==> config.mk <==
export PLATFORM = sky130hd
export DESIGN_NAME = qpsk_symbol_framer
export DESIGN_NICKNAME = d
export VERILOG_FILES = /design/src/rtl/qsf_pkg.sv /design/src/rtl/qpsk_symbol_framer.sv /design/src/rtl/qsf_front.sv /design/src/rtl/qsf_queue.sv /design/src/rtl/qsf_back.sv
export SDC_FILE = /design/constraint.sdc
export NUM_CORES = 1
export LEC_CHECK = 0
export BUFFER_PORTS_ARGS = -buffer_cell sky130_fd_sc_hd__buf_4
export CELL_PAD_IN_SITES_DETAIL_PLACEMENT = 1
export CELL_PAD_IN_SITES_GLOBAL_PLACEMENT = 1
export CORE_MARGIN = 8
export CORE_UTILIZATION = 49
export DETAILED_ROUTE_END_ITERATION = 7
export GPL_TIMING_DRIVEN = 0
export PLACE_DENSITY = 0.84
export SLEW_MARGIN = 20
export SYNTH_ARGS = -nofsm -noshare
export SYNTH_HDL_FRONTEND = slang
export SYNTH_SLANG_ARGS = --single-unit
==> constraint.sdc <==
create_clock -name clk -period 7.14 [get_ports clk]
set_input_delay 0.357 -clock clk [delete_from_list [all_inputs] [get_ports clk]]
set_output_delay 0.357 -clock clk [all_outputs]
set_load 0.01 [all_outputs]
==> src/rtl/qsf_pkg.sv <==
package qsf_pkg;

  localparam int MAX_RUN_LENGTH_DEF = 16;
  localparam int CNT_W = 5;
  localparam int QUEUE_DEPTH = 2;
  localparam int QPTR_W = (QUEUE_DEPTH > 1) ? $clog2(QUEUE_DEPTH) : 1;
  localparam int QCNT_W = $clog2(QUEUE_DEPTH + 1);

  typedef logic [CNT_W-1:0] cnt_t;

  typedef enum logic [1:0] {
    REG_START_SIL = 2'd0,
    REG_PREAMBLE  = 2'd1,
    REG_SYNC_EN   = 2'd2,
    REG_END_SIL   = 2'd3
  } cfg_reg_t;

  typedef struct packed {
    cnt_t start_sil;
    cnt_t preamble;
    logic sync_en;
    cnt_t end_sil;
  } qsf_cfg_t;

  // one frame segment plan per accepted word that produces symbols
  typedef struct packed {
    cnt_t       start_sil;
    cnt_t       preamble;
    logic       sync_en;
    logic       present;
    logic [7:0] data_byte;
    cnt_t       end_sil;
  } qsf_desc_t;

endpackage

==> src/rtl/qpsk_symbol_framer.sv <==
// channel | direction | handshake              | payload
// in      | input     | in_valid / in_ready    | data_byte, byte_present, frame_first, frame_last
// out     | output    | out_valid / out_ready  | symbol_value, silent, run_last
// cfg     | input     | cfg_valid / cfg_ready  | cfg_index, cfg_data
//
// one symbol per cycle from a single sequencer into the output register while not stalled
// a word emits start_sil + preamble + 4*sync + 4*byte + end_sil symbols (runs capped), a plain byte 4
// accepted words wait in a two-entry queue before the sequencer registers their first symbol
// in_ready drops only when the queue is full; out_ready low holds the output register
// reset clears the configuration to zero and empties the queue and sequencer
module qpsk_symbol_framer import qsf_pkg::*; #(
  parameter int MAX_RUN_LENGTH = MAX_RUN_LENGTH_DEF
) (
  input  logic       clk,
  input  logic       rst_n,
  input  logic       in_valid,
  output logic       in_ready,
  input  logic [7:0] in_data_byte,
  input  logic       in_byte_present,
  input  logic       in_frame_first,
  input  logic       in_frame_last,
  output logic       out_valid,
  input  logic       out_ready,
  output logic [1:0] out_symbol_value,
  output logic       out_silent,
  output logic       out_run_last,
  input  logic       cfg_valid,
  output logic       cfg_ready,
  input  logic [1:0] cfg_index,
  input  logic [4:0] cfg_data
);

  qsf_cfg_t  cfg_r;
  logic      q_ready;
  logic      q_push;
  qsf_desc_t q_push_data;
  logic      q_pop;
  logic      q_valid;
  qsf_desc_t q_head;

  assign cfg_ready = 1'b1;

  always_ff @(posedge clk) begin
    if (!rst_n) begin
      cfg_r <= '0;
    end else if (cfg_valid) begin
      case (cfg_reg_t'(cfg_index))
        REG_START_SIL: cfg_r.start_sil <= cfg_data;
        REG_PREAMBLE:  cfg_r.preamble  <= cfg_data;
        REG_SYNC_EN:   cfg_r.sync_en   <= cfg_data[0];
        REG_END_SIL:   cfg_r.end_sil   <= cfg_data;
        default:       cfg_r <= cfg_r;
      endcase
    end
  end

  qsf_front #(
    .MAX_RUN_LENGTH(MAX_RUN_LENGTH)
  ) u_front (
    .in_valid        (in_valid),
    .in_ready        (in_ready),
    .in_data_byte    (in_data_byte),
    .in_byte_present (in_byte_present),
    .in_frame_first  (in_frame_first),
    .in_frame_last   (in_frame_last),
    .cfg             (cfg_r),
    .q_ready         (q_ready),
    .q_push          (q_push),
    .q_push_data     (q_push_data)
  );

  qsf_queue u_queue (
    .clk        (clk),
    .rst_n      (rst_n),
    .push       (q_push),
    .push_data  (q_push_data),
    .ready      (q_ready),
    .pop        (q_pop),
    .head_valid (q_valid),
    .head       (q_head)
  );

  qsf_back u_back (
    .clk              (clk),
    .rst_n            (rst_n),
    .q_valid          (q_valid),
    .q_head           (q_head),
    .q_pop            (q_pop),
    .out_valid        (out_valid),
    .out_ready        (out_ready),
    .out_symbol_value (out_symbol_value),
    .out_silent       (out_silent),
    .out_run_last     (out_run_last)
  );

endmodule

==> src/rtl/qsf_front.sv <==
module qsf_front import qsf_pkg::*; #(
  parameter int MAX_RUN_LENGTH = MAX_RUN_LENGTH_DEF
) (
  input  logic       in_valid,
  output logic       in_ready,
  input  logic [7:0] in_data_byte,
  input  logic       in_byte_present,
  input  logic       in_frame_first,
  input  logic       in_frame_last,
  input  qsf_cfg_t   cfg,
  input  logic       q_ready,
  output logic       q_push,
  output qsf_desc_t  q_push_data
);

  localparam cnt_t CAP = CNT_W'(MAX_RUN_LENGTH);

  function automatic cnt_t cap_len(cnt_t v);
    return (v > CAP) ? CAP : v;
  endfunction

  qsf_desc_t desc;
  logic      has_symbols;

  always_comb begin
    desc.start_sil = in_frame_first ? cap_len(cfg.start_sil) : '0;
    desc.preamble  = in_frame_first ? cap_len(cfg.preamble) : '0;
    desc.sync_en   = in_frame_first & cfg.sync_en;
    desc.present   = in_byte_present;
    desc.data_byte = in_data_byte;
    desc.end_sil   = in_frame_last ? cap_len(cfg.end_sil) : '0;
  end

  // words that produce nothing never enter the queue
  assign has_symbols = (desc.start_sil != '0) || (desc.preamble != '0) || desc.sync_en ||
                       desc.present || (desc.end_sil != '0);

  assign in_ready    = q_ready;
  assign q_push      = in_valid & q_ready & has_symbols;
  assign q_push_data = desc;

endmodule

==> src/rtl/qsf_queue.sv <==
module qsf_queue import qsf_pkg::*; (
  input  logic      clk,
  input  logic      rst_n,
  input  logic      push,
  input  qsf_desc_t push_data,
  output logic      ready,
  input  logic      pop,
  output logic      head_valid,
  output qsf_desc_t head
);

  qsf_desc_t           mem_r [QUEUE_DEPTH];
  logic [QPTR_W-1:0]   wptr_r, wptr_nxt;
  logic [QPTR_W-1:0]   rptr_r, rptr_nxt;
  logic [QCNT_W-1:0]   cnt_r, cnt_nxt;

  function automatic logic [QPTR_W-1:0] ptr_inc(logic [QPTR_W-1:0] p);
    return (p == QPTR_W'(QUEUE_DEPTH - 1)) ? '0 : p + QPTR_W'(1);
  endfunction

  assign ready      = (cnt_r != QCNT_W'(QUEUE_DEPTH));
  assign head_valid = (cnt_r != '0);
  assign head       = mem_r[rptr_r];

  always_comb begin
    wptr_nxt = push ? ptr_inc(wptr_r) : wptr_r;
    rptr_nxt = pop ? ptr_inc(rptr_r) : rptr_r;
    cnt_nxt  = cnt_r + QCNT_W'(push) - QCNT_W'(pop);
  end

  always_ff @(posedge clk) begin
    if (!rst_n) begin
      wptr_r <= '0;
      rptr_r <= '0;
      cnt_r  <= '0;
    end else begin
      wptr_r <= wptr_nxt;
      rptr_r <= rptr_nxt;
      cnt_r  <= cnt_nxt;
    end
  end

  always_ff @(posedge clk) begin
    if (push) begin
      mem_r[wptr_r] <= push_data;
    end
  end

  a_no_overflow: assert property (@(posedge clk) disable iff (!rst_n)
    push |-> (cnt_r != QCNT_W'(QUEUE_DEPTH)))
    else $error("queue push while full");

  a_no_underflow: assert property (@(posedge clk) disable iff (!rst_n)
    pop |-> (cnt_r != '0))
    else $error("queue pop while empty");

  a_count_step: assert property (@(posedge clk) disable iff (!rst_n)
    (push && !pop) |=> (cnt_r == $past(cnt_r) + QCNT_W'(1)))
    else $error("queue count did not advance on push");

endmodule

==> src/rtl/qsf_back.sv <==
module qsf_back import qsf_pkg::*; (
  input  logic       clk,
  input  logic       rst_n,
  input  logic       q_valid,
  input  qsf_desc_t  q_head,
  output logic       q_pop,
  output logic       out_valid,
  input  logic       out_ready,
  output logic [1:0] out_symbol_value,
  output logic       out_silent,
  output logic       out_run_last
);

  typedef enum logic [2:0] {
    PH_SSIL = 3'd0,
    PH_PRE  = 3'd1,
    PH_SYNC = 3'd2,
    PH_DATA = 3'd3,
    PH_ESIL = 3'd4,
    PH_DONE = 3'd5
  } phase_t;

  function automatic cnt_t seg_len(qsf_desc_t d, logic [2:0] k);
    cnt_t r;
    case (phase_t'(k))
      PH_SSIL: r = d.start_sil;
      PH_PRE:  r = d.preamble;
      PH_SYNC: r = d.sync_en ? CNT_W'(4) : '0;
      PH_DATA: r = d.present ? CNT_W'(4) : '0;
      PH_ESIL: r = d.end_sil;
      default: r = '0;
    endcase
    return r;
  endfunction

  // lowest non-empty segment at or after start
  function automatic phase_t first_from(qsf_desc_t d, logic [2:0] start);
    phase_t r;
    r = PH_DONE;
    for (int k = 4; k >= 0; k--) begin
      if (3'(k) >= start && seg_len(d, 3'(k)) != '0) begin
        r = phase_t'(3'(k));
      end
    end
    return r;
  endfunction

  logic      busy_r, busy_nxt;
  phase_t    phase_r, phase_nxt;
  cnt_t      idx_r, idx_nxt;
  qsf_desc_t work_r, work_nxt;
  logic       out_valid_r;
  logic [1:0] out_symbol_value_r;
  logic       out_silent_r;
  logic       out_run_last_r;

  qsf_desc_t  cur_d;
  phase_t     cur_ph;
  phase_t     nxt_ph;
  cnt_t       cur_idx;
  logic       emit;
  logic       seg_end;
  logic       run_last;
  logic [1:0] sym;
  logic       sil;

  always_comb begin
    // an idle sequencer starts straight from the queue head, no bubble
    cur_d   = busy_r ? work_r : q_head;
    cur_ph  = busy_r ? phase_r : first_from(q_head, 3'd0);
    cur_idx = busy_r ? idx_r : '0;
    emit    = (busy_r || q_valid) && (!out_valid_r || out_ready);
    q_pop   = emit && !busy_r;

    seg_end  = (cur_idx == seg_len(cur_d, 3'(cur_ph)) - CNT_W'(1));
    nxt_ph   = first_from(cur_d, 3'(cur_ph) + 3'd1);
    run_last = seg_end && (nxt_ph == PH_DONE);

    sym = 2'b00;
    sil = 1'b0;
    case (cur_ph)
      PH_SSIL: sil = 1'b1;
      PH_PRE:  sym = 2'b00;
      PH_SYNC: sym = cur_idx[1:0];
      PH_DATA: begin
        case (cur_idx[1:0])
          2'd0:    sym = cur_d.data_byte[7:6];
          2'd1:    sym = cur_d.data_byte[5:4];
          2'd2:    sym = cur_d.data_byte[3:2];
          default: sym = cur_d.data_byte[1:0];
        endcase
      end
      PH_ESIL: sil = 1'b1;
      default: sil = 1'b0;
    endcase

    busy_nxt  = busy_r;
    phase_nxt = phase_r;
    idx_nxt   = idx_r;
    work_nxt  = work_r;
    if (emit) begin
      work_nxt = cur_d;
      if (run_last) begin
        busy_nxt  = 1'b0;
        phase_nxt = PH_DONE;
        idx_nxt   = '0;
      end else if (seg_end) begin
        busy_nxt  = 1'b1;
        phase_nxt = nxt_ph;
        idx_nxt   = '0;
      end else begin
        busy_nxt  = 1'b1;
        phase_nxt = cur_ph;
        idx_nxt   = cur_idx + CNT_W'(1);
      end
    end
  end

  always_ff @(posedge clk) begin
    if (!rst_n) begin
      busy_r             <= 1'b0;
      phase_r            <= PH_DONE;
      idx_r              <= '0;
      work_r             <= '0;
      out_valid_r        <= 1'b0;
      out_symbol_value_r <= 2'b00;
      out_silent_r       <= 1'b0;
      out_run_last_r     <= 1'b0;
    end else begin
      busy_r  <= busy_nxt;
      phase_r <= phase_nxt;
      idx_r   <= idx_nxt;
      work_r  <= work_nxt;
      if (emit) begin
        out_valid_r        <= 1'b1;
        out_symbol_value_r <= sym;
        out_silent_r       <= sil;
        out_run_last_r     <= run_last;
      end else if (out_ready) begin
        out_valid_r <= 1'b0;
      end
    end
  end

  assign out_valid        = out_valid_r;
  assign out_symbol_value = out_symbol_value_r;
  assign out_silent       = out_silent_r;
  assign out_run_last     = out_run_last_r;

  a_silence_is_zero: assert property (@(posedge clk) disable iff (!rst_n)
    (out_valid_r && out_silent_r) |-> (out_symbol_value_r == 2'b00))
    else $error("silence word carries a symbol value");

  a_busy_has_phase: assert property (@(posedge clk) disable iff (!rst_n)
    busy_r |-> (phase_r != PH_DONE))
    else $error("sequencer busy with no active segment");

  a_pop_only_idle: assert property (@(posedge clk) disable iff (!rst_n)
    q_pop |-> (!busy_r && q_valid))
    else $error("queue popped while a frame plan is in progress");

  a_run_closes: assert property (@(posedge clk) disable iff (!rst_n)
    (emit && run_last) |=> !busy_r)
    else $error("sequencer still busy after last word of a run");

endmodule
==> results of run 1 <==
-- through the flow --
step           hold slack, ns  setup slack (ns)  utilization  instances  area, µm²
3_3_place_gp            0.447             0.676        0.533        719       6030
2_1_floorplan           0.440              2.10            -        549       5650
4_1_cts                 0.180             0.402        0.559        735       6330
5_1_grt                 0.180            0.0252        0.559        735       6330
3_5_place_dp            0.459             0.518        0.533        719       6040
6_report                0.185             0.310        0.559        735       6330
-- cells in the final DEF, fill, tap and decap left out, types with 9 or more instances in the layout --
cell,count
o21ai_0,21
clkbuf_1,18
edfxtp_1,50
and2_1,22
dfxtp_1,60
nor3b_1,17
clkbuf_16,9
nor2b_1,22
mux2i_1,28
nor3_1,9
buf_4,28
inv_1,11
ha_1,13
nand2_1,57
a21boi_0,17
nand3_1,10
mux2_2,29
nor2_1,36
-- report_power, final --
| part | switching (µW) | internal [µW] |
|---|---|---|
| registers | 75.4 | 787 |
| clock network | 248 | 244 |
| logic | 723 | 418 |
| total | 1050 | 1450 |
-- cell families after synthesis --
family | count (synthesis) | synth area share
and+or+nand+nor | 222 | 0.215
buffers and inverters | 42 | 0.0314
muxes | 57 | 0.107
other | 1 | 0.000664
adders and majority gates | 13 | 0.0288
AOI/OAI and AO/OA | 97 | 0.127
xor gates and xnor gates | 7 | 0.0109
DFF | 110 | 0.478
-- final timing paths --
path                     start                   to  slack [ns]  cells past startpoint
max reg2reg      u_back.busy_r      u_back.idx_r[1]        0.31                     21
min            in_data_byte[3]  u_queue.mem_r[0][8]        0.18                      1
max              u_back.busy_r      u_back.idx_r[1]        0.31                     21
min reg2reg  u_back.work_r[12]    u_back.work_r[12]        0.47                      2
-- flip-flops by register name, summed over array words and instances, names as in the netlist, named ones only --
name and count:
u_back.out_run_last 1, u_queue.cnt_r 2, u_back.idx_r 5, u_back.out_symbol_value 2, u_back.out_silent 1, u_back.busy_r 1
u_back.out_valid 1, u_back.phase_r 3, cfg_r 16, u_back.work_r 25, u_queue.wptr_r 1, u_queue.mem_r 50
u_queue.rptr_r 1
-- routing by layer --
layer / GRT usage / routed length [µm] / vias up / part of all wire
li1: - / - / 2078 / -
met1: 0.263 / 6810 / 2293 / 0.42
met2: 0.403 / 8570 / 76 / 0.53
met3: 0.0434 / 591 / 24 / 0.036
met4: 0.0760 / 277 / 0 / 0.017
met5: 0 / 0 / - / 0
-- cell type report --
| cell class | instances | area [µm²] | area share |
|---|---|---|---|
| flip-flops and latches | 110 | 2700 | 0.427 |
| well taps | 143 | 179 | 0.0283 |
| inverters | 11 | 41.3 | 0.00652 |
| clock inverters | 7 | 65.1 | 0.0103 |
| plain buffers | 31 | 136 | 0.0215 |
| repair buffers | 27 | 203 | 0.0320 |
| clock buffers | 9 | 225 | 0.0356 |
| multi-input cells | 397 | 2780 | 0.439 |
==> flow_metrics.env, run 1 <==
export IMPL_vias=4471
export IMPL_synthTopCellsByCount="dfxtp_1 (60), nand2_1 (57), edfxtp_1 (50)"
export IMPL_slew_viol_final=0
export IMPL_io_pins=30
export IMPL_setup_violations_final=0
export IMPL_cts_tree="built"
export IMPL_initial_core_util=0.499
export IMPL_place_congestion=0.931
export IMPL_max_freq_mhz=146
export IMPL_num_antenna_cells=0
export IMPL_syn_nets=585
export IMPL_slew_limit_headroom=0.343
export IMPL_grt_ovfl_total=0
export IMPL_ys_seq_area_frac=0.478
export IMPL_cts_buffers_inserted=9
export IMPL_core_um2=11300
export IMPL_maxCapViolCount=0
export IMPL_critPathMaxFanout=10
export IMPL_post_route_period_util=0.957
export IMPL_syn_area_um2=5650
export IMPL_die_w_um=123
export IMPL_synth_most_common_cell="dfxtp_1"
export IMPL_postCtsSetupBuffers=0
export IMPL_grt_max_degree=27
export IMPL_synthCells=549
export IMPL_antenna_found_initial=0
export IMPL_wl_per_cell_um=22.1
export IMPL_cts_resized=0
export IMPL_cts_root_buf="clkbuf_16"
export IMPL_worstPathRequired_ns=7.37
export IMPL_critPathKind="reg -> reg"
export IMPL_die_area_um2=15200
export IMPL_grt_pass1_vias=4835
export IMPL_clock_path_buffers=2
export IMPL_drt_total_wl_um=16200
export IMPL_fillCellCount=1260
export IMPL_crit_path_frequent_cell="buf_2"
export IMPL_yosysUniqueCellTypes=62
export IMPL_synth_edff_count=50
export IMPL_drive_gt1_frac=0.155
export IMPL_cp_num_buf_inv=10
export IMPL_hold_viol_final=0
export IMPL_drtIter0Drc=345
export IMPL_portBuffers=27
export IMPL_period_minus_slack_ns=6.83
export IMPL_clk_latency_ns=0.36
export IMPL_yosysWarningCount=0
export IMPL_p_leak_uw=0.00242
export IMPL_dp_hpwl_um=12100
export IMPL_rows=39
export IMPL_final_nets=623
export IMPL_firstDrtPassIters=5
export IMPL_finClkSkew_ns=0.0131
export IMPL_clock_sinks=110
export IMPL_ant_nets=0
export IMPL_area_growth_pct=12.0
export IMPL_cts_hold_buffers=0
export IMPL_slowest_stage="or4_1"
export IMPL_cp_data_arrival_time_ns=7.06
export IMPL_synth_seq_cells=110
export IMPL_die_h_um=123
export IMPL_final_setup_tns_ns=0
export IMPL_synthFlopType="dfxtp_1"
export IMPL_slowest_delay_ns=0.59
export IMPL_grt_use_total=0.225
export IMPL_hold_class="in -> reg"
export IMPL_status="finished clean"
export IMPL_syn_avg_cell_area_um2=10.3
export IMPL_design_power_total_uw=2500
export IMPL_htreeDepth=3
export IMPL_async_flop_share=0
export IMPL_viasPerCell=6.08
export IMPL_yosys_area_top_type_share=0.266
export IMPL_endpoint_kind="flop"
export IMPL_rsz0062_at_grt="no"
export IMPL_tightest_slew_ns=0.984
export IMPL_netlist_top_cells_area="edfxtp_1 (27%), dfxtp_1 (21%), mux2_2 (5.8%)"
export IMPL_start_kind="flop"
export IMPL_clk_pin_slew_ns=0.08
export IMPL_grt_pass1_wl_um=26000
export IMPL_cp_top_family="buffers and inverters"
export IMPL_ir_worst_vdd_mv=0.236
export IMPL_p_per_area_nw_per_um2=394
export IMPL_yosys_area_top_type="edfxtp_1"
export IMPL_cp_cell_sequence="buf_2, buf_2, buf_2, buf_2, buf_1, clkbuf_1, clkbuf_1, o31ai_1, nand2_1, ha_1, clkbuf_1, inv_1, or4_1, o31ai_1, mux2i_1, and4_1, or4_1, a211o_1, buf_2, o211ai_1, a21boi_0"
export IMPL_drc=0
No activity file was read; power rests on OpenSTA's default activity.
==> inputs of run 2 (changes only) <==
--- a/config.mk
+++ b/config.mk
@@ -16,4 +16,5 @@
 export SLEW_MARGIN = 20
 export SYNTH_ARGS = -nofsm -noshare
 export SYNTH_HDL_FRONTEND = slang
+export SYNTH_HIERARCHICAL = 1
 export SYNTH_SLANG_ARGS = --single-unit
==> run 2 against run 1 <==
Against the previous run: synthesized cell count shrank 1.8%; non-clock buffer count is the same; sequential cell count is the same; routed wire length shrank 12%; final cell count shrank 2.3%; worst setup slack gained 1.3 ns; largest cell class is now sequential cells.
==> flow_metrics.env, run 2 <==
export IMPL_largest_reg_flops=50
export IMPL_slew_viol_final=0
export IMPL_grt_max_degree=27
export IMPL_worstHoldStart="in_data_byte[2]"
export IMPL_postPlaceCellArea_um2=5930
export IMPL_start_kind="flop"
export IMPL_endpoint_kind="flop"
export IMPL_largestRegisters="u_queue/mem_r: 50 flops, u_back/work_r: 25 flops, cfg_r: 16 flops"
export IMPL_swShare=0.409
export IMPL_fillCellCount=1245
export IMPL_synth_seq_cells=110
export IMPL_final_common_cell="nand2_1"
export IMPL_clk_latency_ns=0.35
export IMPL_reg2reg_slack_ns=1.61
export IMPL_worstPathRequired_ns=7.43
export IMPL_critPathMaxFanout=10
export IMPL_cts_root_buf="clkbuf_16"
export IMPL_syn_avg_cell_area_um2=10.4
export IMPL_ys_seq_area_frac=0.483
export IMPL_critPathKind="reg -> reg"
export IMPL_cts_hold_buffers=0
export IMPL_syn_nets=576
export IMPL_clock_path_buffers=2
export IMPL_grt_pass1_vias=4412
export IMPL_hold_class="in -> reg"
export IMPL_clock_sinks=110
export IMPL_yosys_area_top_type="edfxtp_1"
export IMPL_rsz0062_at_grt="no"
export IMPL_drt_total_wl_um=14200
export IMPL_min_delay_path_depth=1
export IMPL_p_clk_frac=0.194
export IMPL_postCtsSetupBuffers=0
export IMPL_antenna_found_initial=0
export IMPL_synth_xor_area_frac=0.0181
export IMPL_synth_mux_area_frac=0.134
export IMPL_synth_simple_area_share=0.167
export IMPL_netlist_top_cells_area="edfxtp_1 (27%), dfxtp_1 (21%), nand2_1 (5.8%)"
export IMPL_ant_nets=0
export IMPL_p_per_area_nw_per_um2=412
export IMPL_synthCells=539
export IMPL_syn_area_um2=5600
export IMPL_synth_top_family_by_area="simple AND/OR/NAND/NOR gates"
export IMPL_synth_fa_ha_area_frac=0.0313
export IMPL_p_comb_frac=0.475
export IMPL_final_setup_tns_ns=0
export IMPL_yosysWarningCount=6
export IMPL_seqPwrFrac=0.331
export IMPL_max_freq_mhz=181
export IMPL_p_leak_uw=0.00242
export IMPL_cts_tree="built"
export IMPL_grt_pass1_wl_um=22700
export IMPL_die_area_um2=15100
export IMPL_synth_most_common_cell="nand2_1"
export IMPL_timing_rr_start="u_back/busy_r"
export IMPL_ir_worst_vdd_mv=0.304
export IMPL_min_to="u_queue/mem_r[0][7]"
export IMPL_drtIter0Drc=250
export IMPL_hold_viol_final=0
export IMPL_switchingPower_uw=1050
export IMPL_initial_core_util=0.497
export IMPL_synthFlopType="dfxtp_1"
export IMPL_synth_edff_count=50
export IMPL_maxCapViolCount=0
export IMPL_grt_ovfl_total=0
export IMPL_setup_violations_final=0
export IMPL_top_register="u_queue/mem_r"
export IMPL_io_pins=30
export IMPL_drive_gt1_frac=0.183
export IMPL_place_congestion=0.887
export IMPL_yosysUniqueCellTypes=62
export IMPL_cp_data_arrival_time_ns=5.82
export IMPL_die_w_um=123
export IMPL_async_flop_share=0
export IMPL_dp_hpwl_um=10600
export IMPL_final_area_um2=6230
export IMPL_pre_cts_ws_ns=1.72
export IMPL_area_growth_pct=11.3
export IMPL_core_um2=11300
export IMPL_num_antenna_cells=0
export IMPL_clk_pin_slew_ns=0.08
export IMPL_slew_limit_headroom=0.477
export IMPL_portBuffers=20
export IMPL_worst_slack_ns=1.61
export IMPL_cts_buffers_inserted=9
export IMPL_drc=0
export IMPL_final_cell_mix="nand2_1 (86), dfxtp_1 (60), edfxtp_1 (50)"
export IMPL_yosys_area_top_type_share=0.268
export IMPL_grt_use_total=0.195
export IMPL_htreeDepth=3
export IMPL_vias=4116
export IMPL_synthTopCellsByCount="nand2_1 (86), dfxtp_1 (60), edfxtp_1 (50)"
export IMPL_wl_per_cell_um=19.8
export IMPL_cts_resized=0
export IMPL_rows=39
export IMPL_tightest_slew_ns=0.782
export IMPL_final_nets=607
export IMPL_die_h_um=123
export IMPL_p_int_uw=1520
export IMPL_finClkSkew_ns=0.0106
export IMPL_status="finished clean"
export IMPL_r2r_cells=18
export IMPL_timing_rr_end="u_back/out_run_last"
export IMPL_post_route_period_util=0.775
export IMPL_firstDrtPassIters=5
export IMPL_synth_compound_gate_area_share=0.112
export IMPL_viasPerCell=5.73
export IMPL_period_minus_slack_ns=5.53
==> run 2: cell types whose count changed after synthesis, sizes merged, moves of 5 or more <==
cell,previous run,this run
a211oi,1,9
a21boi,17,1
a21oi,8,30
buf,13,25
clkbuf,18,13
mux2,29,37
nand2,57,86
nand2b,7,1
nor2b,23,9
nor3b,17,0
nor4,9,4
nor4b,5,0
o21ai,21,14
==> run 2: cell families after synthesis <==
group	Yosys count
AOI/OAI and AO/OA	95
xor gates and xnor gates	10
adders and majority gates	14
buffers and inverters	51
DFF	110
muxes	63
other	1
and+or+nand+nor	195
==> run 2: worst max path at each step <==
stage,start,endpoint,slack (ns),cells after the start
3_3_place_gp,u_back/busy_r,u_back/out_run_last,1.88,18
3_5_place_dp,u_back/busy_r,u_back/out_run_last,1.72,18
5_1_grt,u_back/busy_r,u_back/phase_r[0],1.28,19
4_1_cts,u_back/busy_r,u_back/out_run_last,1.68,18
6_report,u_back/busy_r,u_back/out_run_last,1.61,18
2_1_floorplan,u_back/busy_r,u_back/out_run_last,2.76,18
==> run 2: power by group through the flow <==
stage / sequential [µW] / clock, µW / combinational, µW
6_report: 849 / 496 / 1220
2_1_floorplan: 844 / 0 / 890
5_1_grt: 863 / 526 / 1320
3_3_place_gp: 852 / 0 / 1140
4_1_cts: 849 / 506 / 1210
3_5_place_dp: 861 / 0 / 1190
==> run 2: per-layer routing <==
| layer | global-route usage | vias to the layer above | part of all wire |
|---|---|---|---|
| met3 | 0.0382 | 13 | 0.037 |
| met4 | 0.0625 | 0 | 0.014 |
| met1 | 0.227 | 2037 | 0.42 |
| met2 | 0.352 | 84 | 0.53 |
| met5 | 0 | - | 0 |
| li1 | - | 1982 | - |
==> run 2: layout make-up <==
class | count | area, µm² | share of cell area
inverter | 13 | 48.8 | 0.00784
clock buffer | 10 | 229 | 0.0368
timing repair buffer | 20 | 150 | 0.0241
clock inverter | 6 | 63.8 | 0.0102
tap | 143 | 179 | 0.0287
buffer | 38 | 246 | 0.0396
sequential | 110 | 2700 | 0.434
multi-input combinational | 378 | 2610 | 0.419
==> run 2: through the flow <==
step | power, µW | hold WS, ns | std cells | utilization
after floorplan | 1730 | 0.432 | 539 | -
after global placement | 1990 | 0.439 | 702 | 0.526
after detailed placement | 2060 | 0.448 | 702 | 0.526
after CTS | 2560 | 0.165 | 718 | 0.552
after global routing | 2710 | 0.166 | 718 | 0.552
final | 2560 | 0.181 | 718 | 0.552
==> run 2: critical path, cell delays in order, from the launching register on <==
cell      delay [ns]
dfxtp_1         0.33
buf_6           0.15
clkbuf_1        0.37
buf_2           0.35
buf_1           0.45
buf_1           0.48
nand2_1         0.10
o21ai_0         0.24
inv_1           0.18
ha_1            0.32
and4b_1         0.23
a221oi_1        0.28
o211ai_1        0.15
mux2i_1         0.37
nand4b_1        0.17
xnor2_1         0.18
or3_1           0.40
or4_1           0.54
a21oi_1         0.15
==> inputs of run 3 (changes only) <==
--- a/config.mk
+++ b/config.mk
@@ -9,10 +9,10 @@
 export CELL_PAD_IN_SITES_DETAIL_PLACEMENT = 1
 export CELL_PAD_IN_SITES_GLOBAL_PLACEMENT = 1
 export CORE_MARGIN = 8
-export CORE_UTILIZATION = 49
+export CORE_UTILIZATION = 44
 export DETAILED_ROUTE_END_ITERATION = 7
 export GPL_TIMING_DRIVEN = 0
-export PLACE_DENSITY = 0.84
+export PLACE_DENSITY = 0.8
 export SLEW_MARGIN = 20
 export SYNTH_ARGS = -nofsm -noshare
 export SYNTH_HDL_FRONTEND = slang
==> constraint.sdc (replaced) <==
create_clock -name clk -period 4.7 [get_ports clk]
set_input_delay 0.235 -clock clk [delete_from_list [all_inputs] [get_ports clk]]
set_output_delay 0.235 -clock clk [all_outputs]
set_load 0.01 [all_outputs]
==> run 3 against run 2 <==
Against the previous run: total power rose by 53%; final area up 1.4%; fmax increased by 22%; clock skew down 0.0023 ns; final cell count increased by 4.0%; critical path depth did not move; sequential power grew 52%; register-to-register slack worse by 1.4 ns; routed wire length rose by 0.45%; clock-buffer cell count fell by 1; combinational power up 54%; clock power is 51% higher; critical endpoint is now u_back/phase_r[0]; largest cell class unchanged.
==> flow_metrics.env, run 3 (synthesis results as in run 2) <==
export IMPL_post_route_period_util=0.961
export IMPL_hold_slack_ns=0.0593
export IMPL_max_freq_mhz=221
export IMPL_p_int_uw=2320
export IMPL_drtIter0Drc=315
export IMPL_setup_violations_final=0
export IMPL_cts_tree="built"
export IMPL_p_clk_frac=0.192
export IMPL_area_growth_pct=12.8
export IMPL_swShare=0.408
export IMPL_die_w_um=129
export IMPL_final_util=0.504
export IMPL_period_minus_slack_ns=4.52
export IMPL_slew_viol_final=0
export IMPL_hold_class="in -> reg"
export IMPL_p_leak_uw=0.00244
export IMPL_antenna_found_initial=0
export IMPL_clk_pin_slew_ns=0.08
export IMPL_cp_data_arrival_time_ns=4.76
export IMPL_ir_worst_vdd_mv=0.287
export IMPL_final_nets=607
export IMPL_regArea_um2=2700
export IMPL_multi_input_area_um2=2650
export IMPL_maxCapViolCount=0
export IMPL_dp_hpwl_um=10500
export IMPL_cts_buffers_inserted=9
export IMPL_worstHoldStart="in_data_byte[7]"
export IMPL_p_per_area_nw_per_um2=621
export IMPL_largest_reg_flops=50
export IMPL_place_congestion=0.874
export IMPL_worst_slack_ns=0.184
export IMPL_portBuffers=20
export IMPL_num_antenna_cells=0
export IMPL_wl_per_cell_um=19.1
export IMPL_start_kind="flop"
export IMPL_clk_latency_ns=0.36
export IMPL_final_setup_tns_ns=0
export IMPL_drt_total_wl_um=14300
export IMPL_cts_root_buf="clkbuf_16"
export IMPL_top_register="u_queue/mem_r"
export IMPL_worstPathRequired_ns=4.94
export IMPL_largestRegisters="u_queue/mem_r: 50 flops, u_back/work_r: 25 flops, cfg_r: 16 flops"
export IMPL_core_um2=12500
export IMPL_final_cell_mix="nand2_1 (86), dfxtp_1 (60), edfxtp_1 (50)"
export IMPL_io_pins=30
export IMPL_die_h_um=129
export IMPL_grt_max_degree=27
export IMPL_final_common_cell="nand2_1"
export IMPL_fillCellCount=1439
export IMPL_switchingPower_uw=1600
export IMPL_drive_gt1_frac=0.202
export IMPL_vias=4098
export IMPL_grt_ovfl_total=0
export IMPL_grt_pass1_wl_um=22500
export IMPL_stdcell_count=747
export IMPL_clock_path_buffers=2
export IMPL_firstDrtPassIters=5
export IMPL_htreeDepth=3
export IMPL_viasPerCell=5.49
export IMPL_hold_viol_final=0
export IMPL_slew_limit_headroom=0.437
export IMPL_clock_sinks=110
export IMPL_ant_nets=0
export IMPL_tightest_slew_ns=0.842
export IMPL_endpoint_kind="flop"
export IMPL_drc=0
export IMPL_critPathKind="reg -> reg"
export IMPL_grt_use_total=0.178
export IMPL_status="finished clean"
export IMPL_pre_cts_ws_ns=-0.700
export IMPL_initial_core_util=0.447
export IMPL_seqPwrFrac=0.328
export IMPL_critPathMaxFanout=10
export IMPL_p_comb_frac=0.480
export IMPL_placed_cells=731
export IMPL_rows=41
export IMPL_finClkSkew_ns=0.00831
export IMPL_die_area_um2=16600
export IMPL_grt_pass1_vias=4389
[run 3: per-stage QoR]
step                power (µW)  cell area (µm²)
global route              4150             6310
CTS                       3900             6270
floorplan                 2630             5600
detailed placement        3130             5970
global placement          3040             5960
finish                    3920             6310
[run 3: critical path, stage by stage (launching register included)]
cell	delay [ns]
dfxtp_1	0.34
buf_6	0.15
mux2_2	0.38
nor3_2	0.33
nand2_1	0.08
a21oi_1	0.24
o21a_1	0.25
inv_1	0.14
ha_1	0.22
ha_1	0.26
a221oi_2	0.29
o21ai_0	0.14
mux2i_1	0.24
nand4b_1	0.16
xnor2_1	0.17
or3_1	0.40
buf_2	0.20
nor4_1	0.32
nor3_1	0.10
[run 3: path summary, 6_finish.rpt]
check / endpoint / slack, ns / cells after the start
min: u_queue/mem_r[0][12] / 0.06 / 1
max: u_back/phase_r[0] / 0.18 / 18
max reg2reg: u_back/phase_r[0] / 0.18 / 18
min reg2reg: u_back/out_run_last / 0.45 / 2
[run 3: routing by layer]
metal | vias up | GRT usage | wire length (µm)
met5 | - | 0 | 0
met3 | 31 | 0.0381 | 458
li1 | 1975 | - | -
met4 | 0 | 0.0836 | 455
met1 | 2010 | 0.206 | 6240
met2 | 82 | 0.306 | 7150
[run 3: cell type report]
type | count | share of cell area
Multi-Input combinational cell | 378 | 0.420
Timing Repair Buffer | 21 | 0.0250
Clock inverter | 7 | 0.0101
Sequential cell | 110 | 0.428
Buffer | 37 | 0.0392
Tap cell | 172 | 0.0341
Inverter | 13 | 0.00773
Clock buffer | 9 | 0.0357
[run 3: power by group through the flow]
| stage | clock, µW | combinational, µW | sequential (µW) |
|---|---|---|---|
| 5_1_grt | 803 | 2040 | 1310 |
| 6_report | 750 | 1880 | 1290 |
| 3_3_place_gp | 0 | 1740 | 1290 |
| 4_1_cts | 768 | 1850 | 1290 |
| 3_5_place_dp | 0 | 1820 | 1300 |
| 2_1_floorplan | 0 | 1350 | 1280 |
[run 3: what timing repair did]
action	in CTS	in global routing
pin swaps	0	0
gates resized for setup	3	12
hold endpoints to repair	0	0
setup buffers	1	0
endpoints found under the setup margin	10	10
hold buffers	0	0
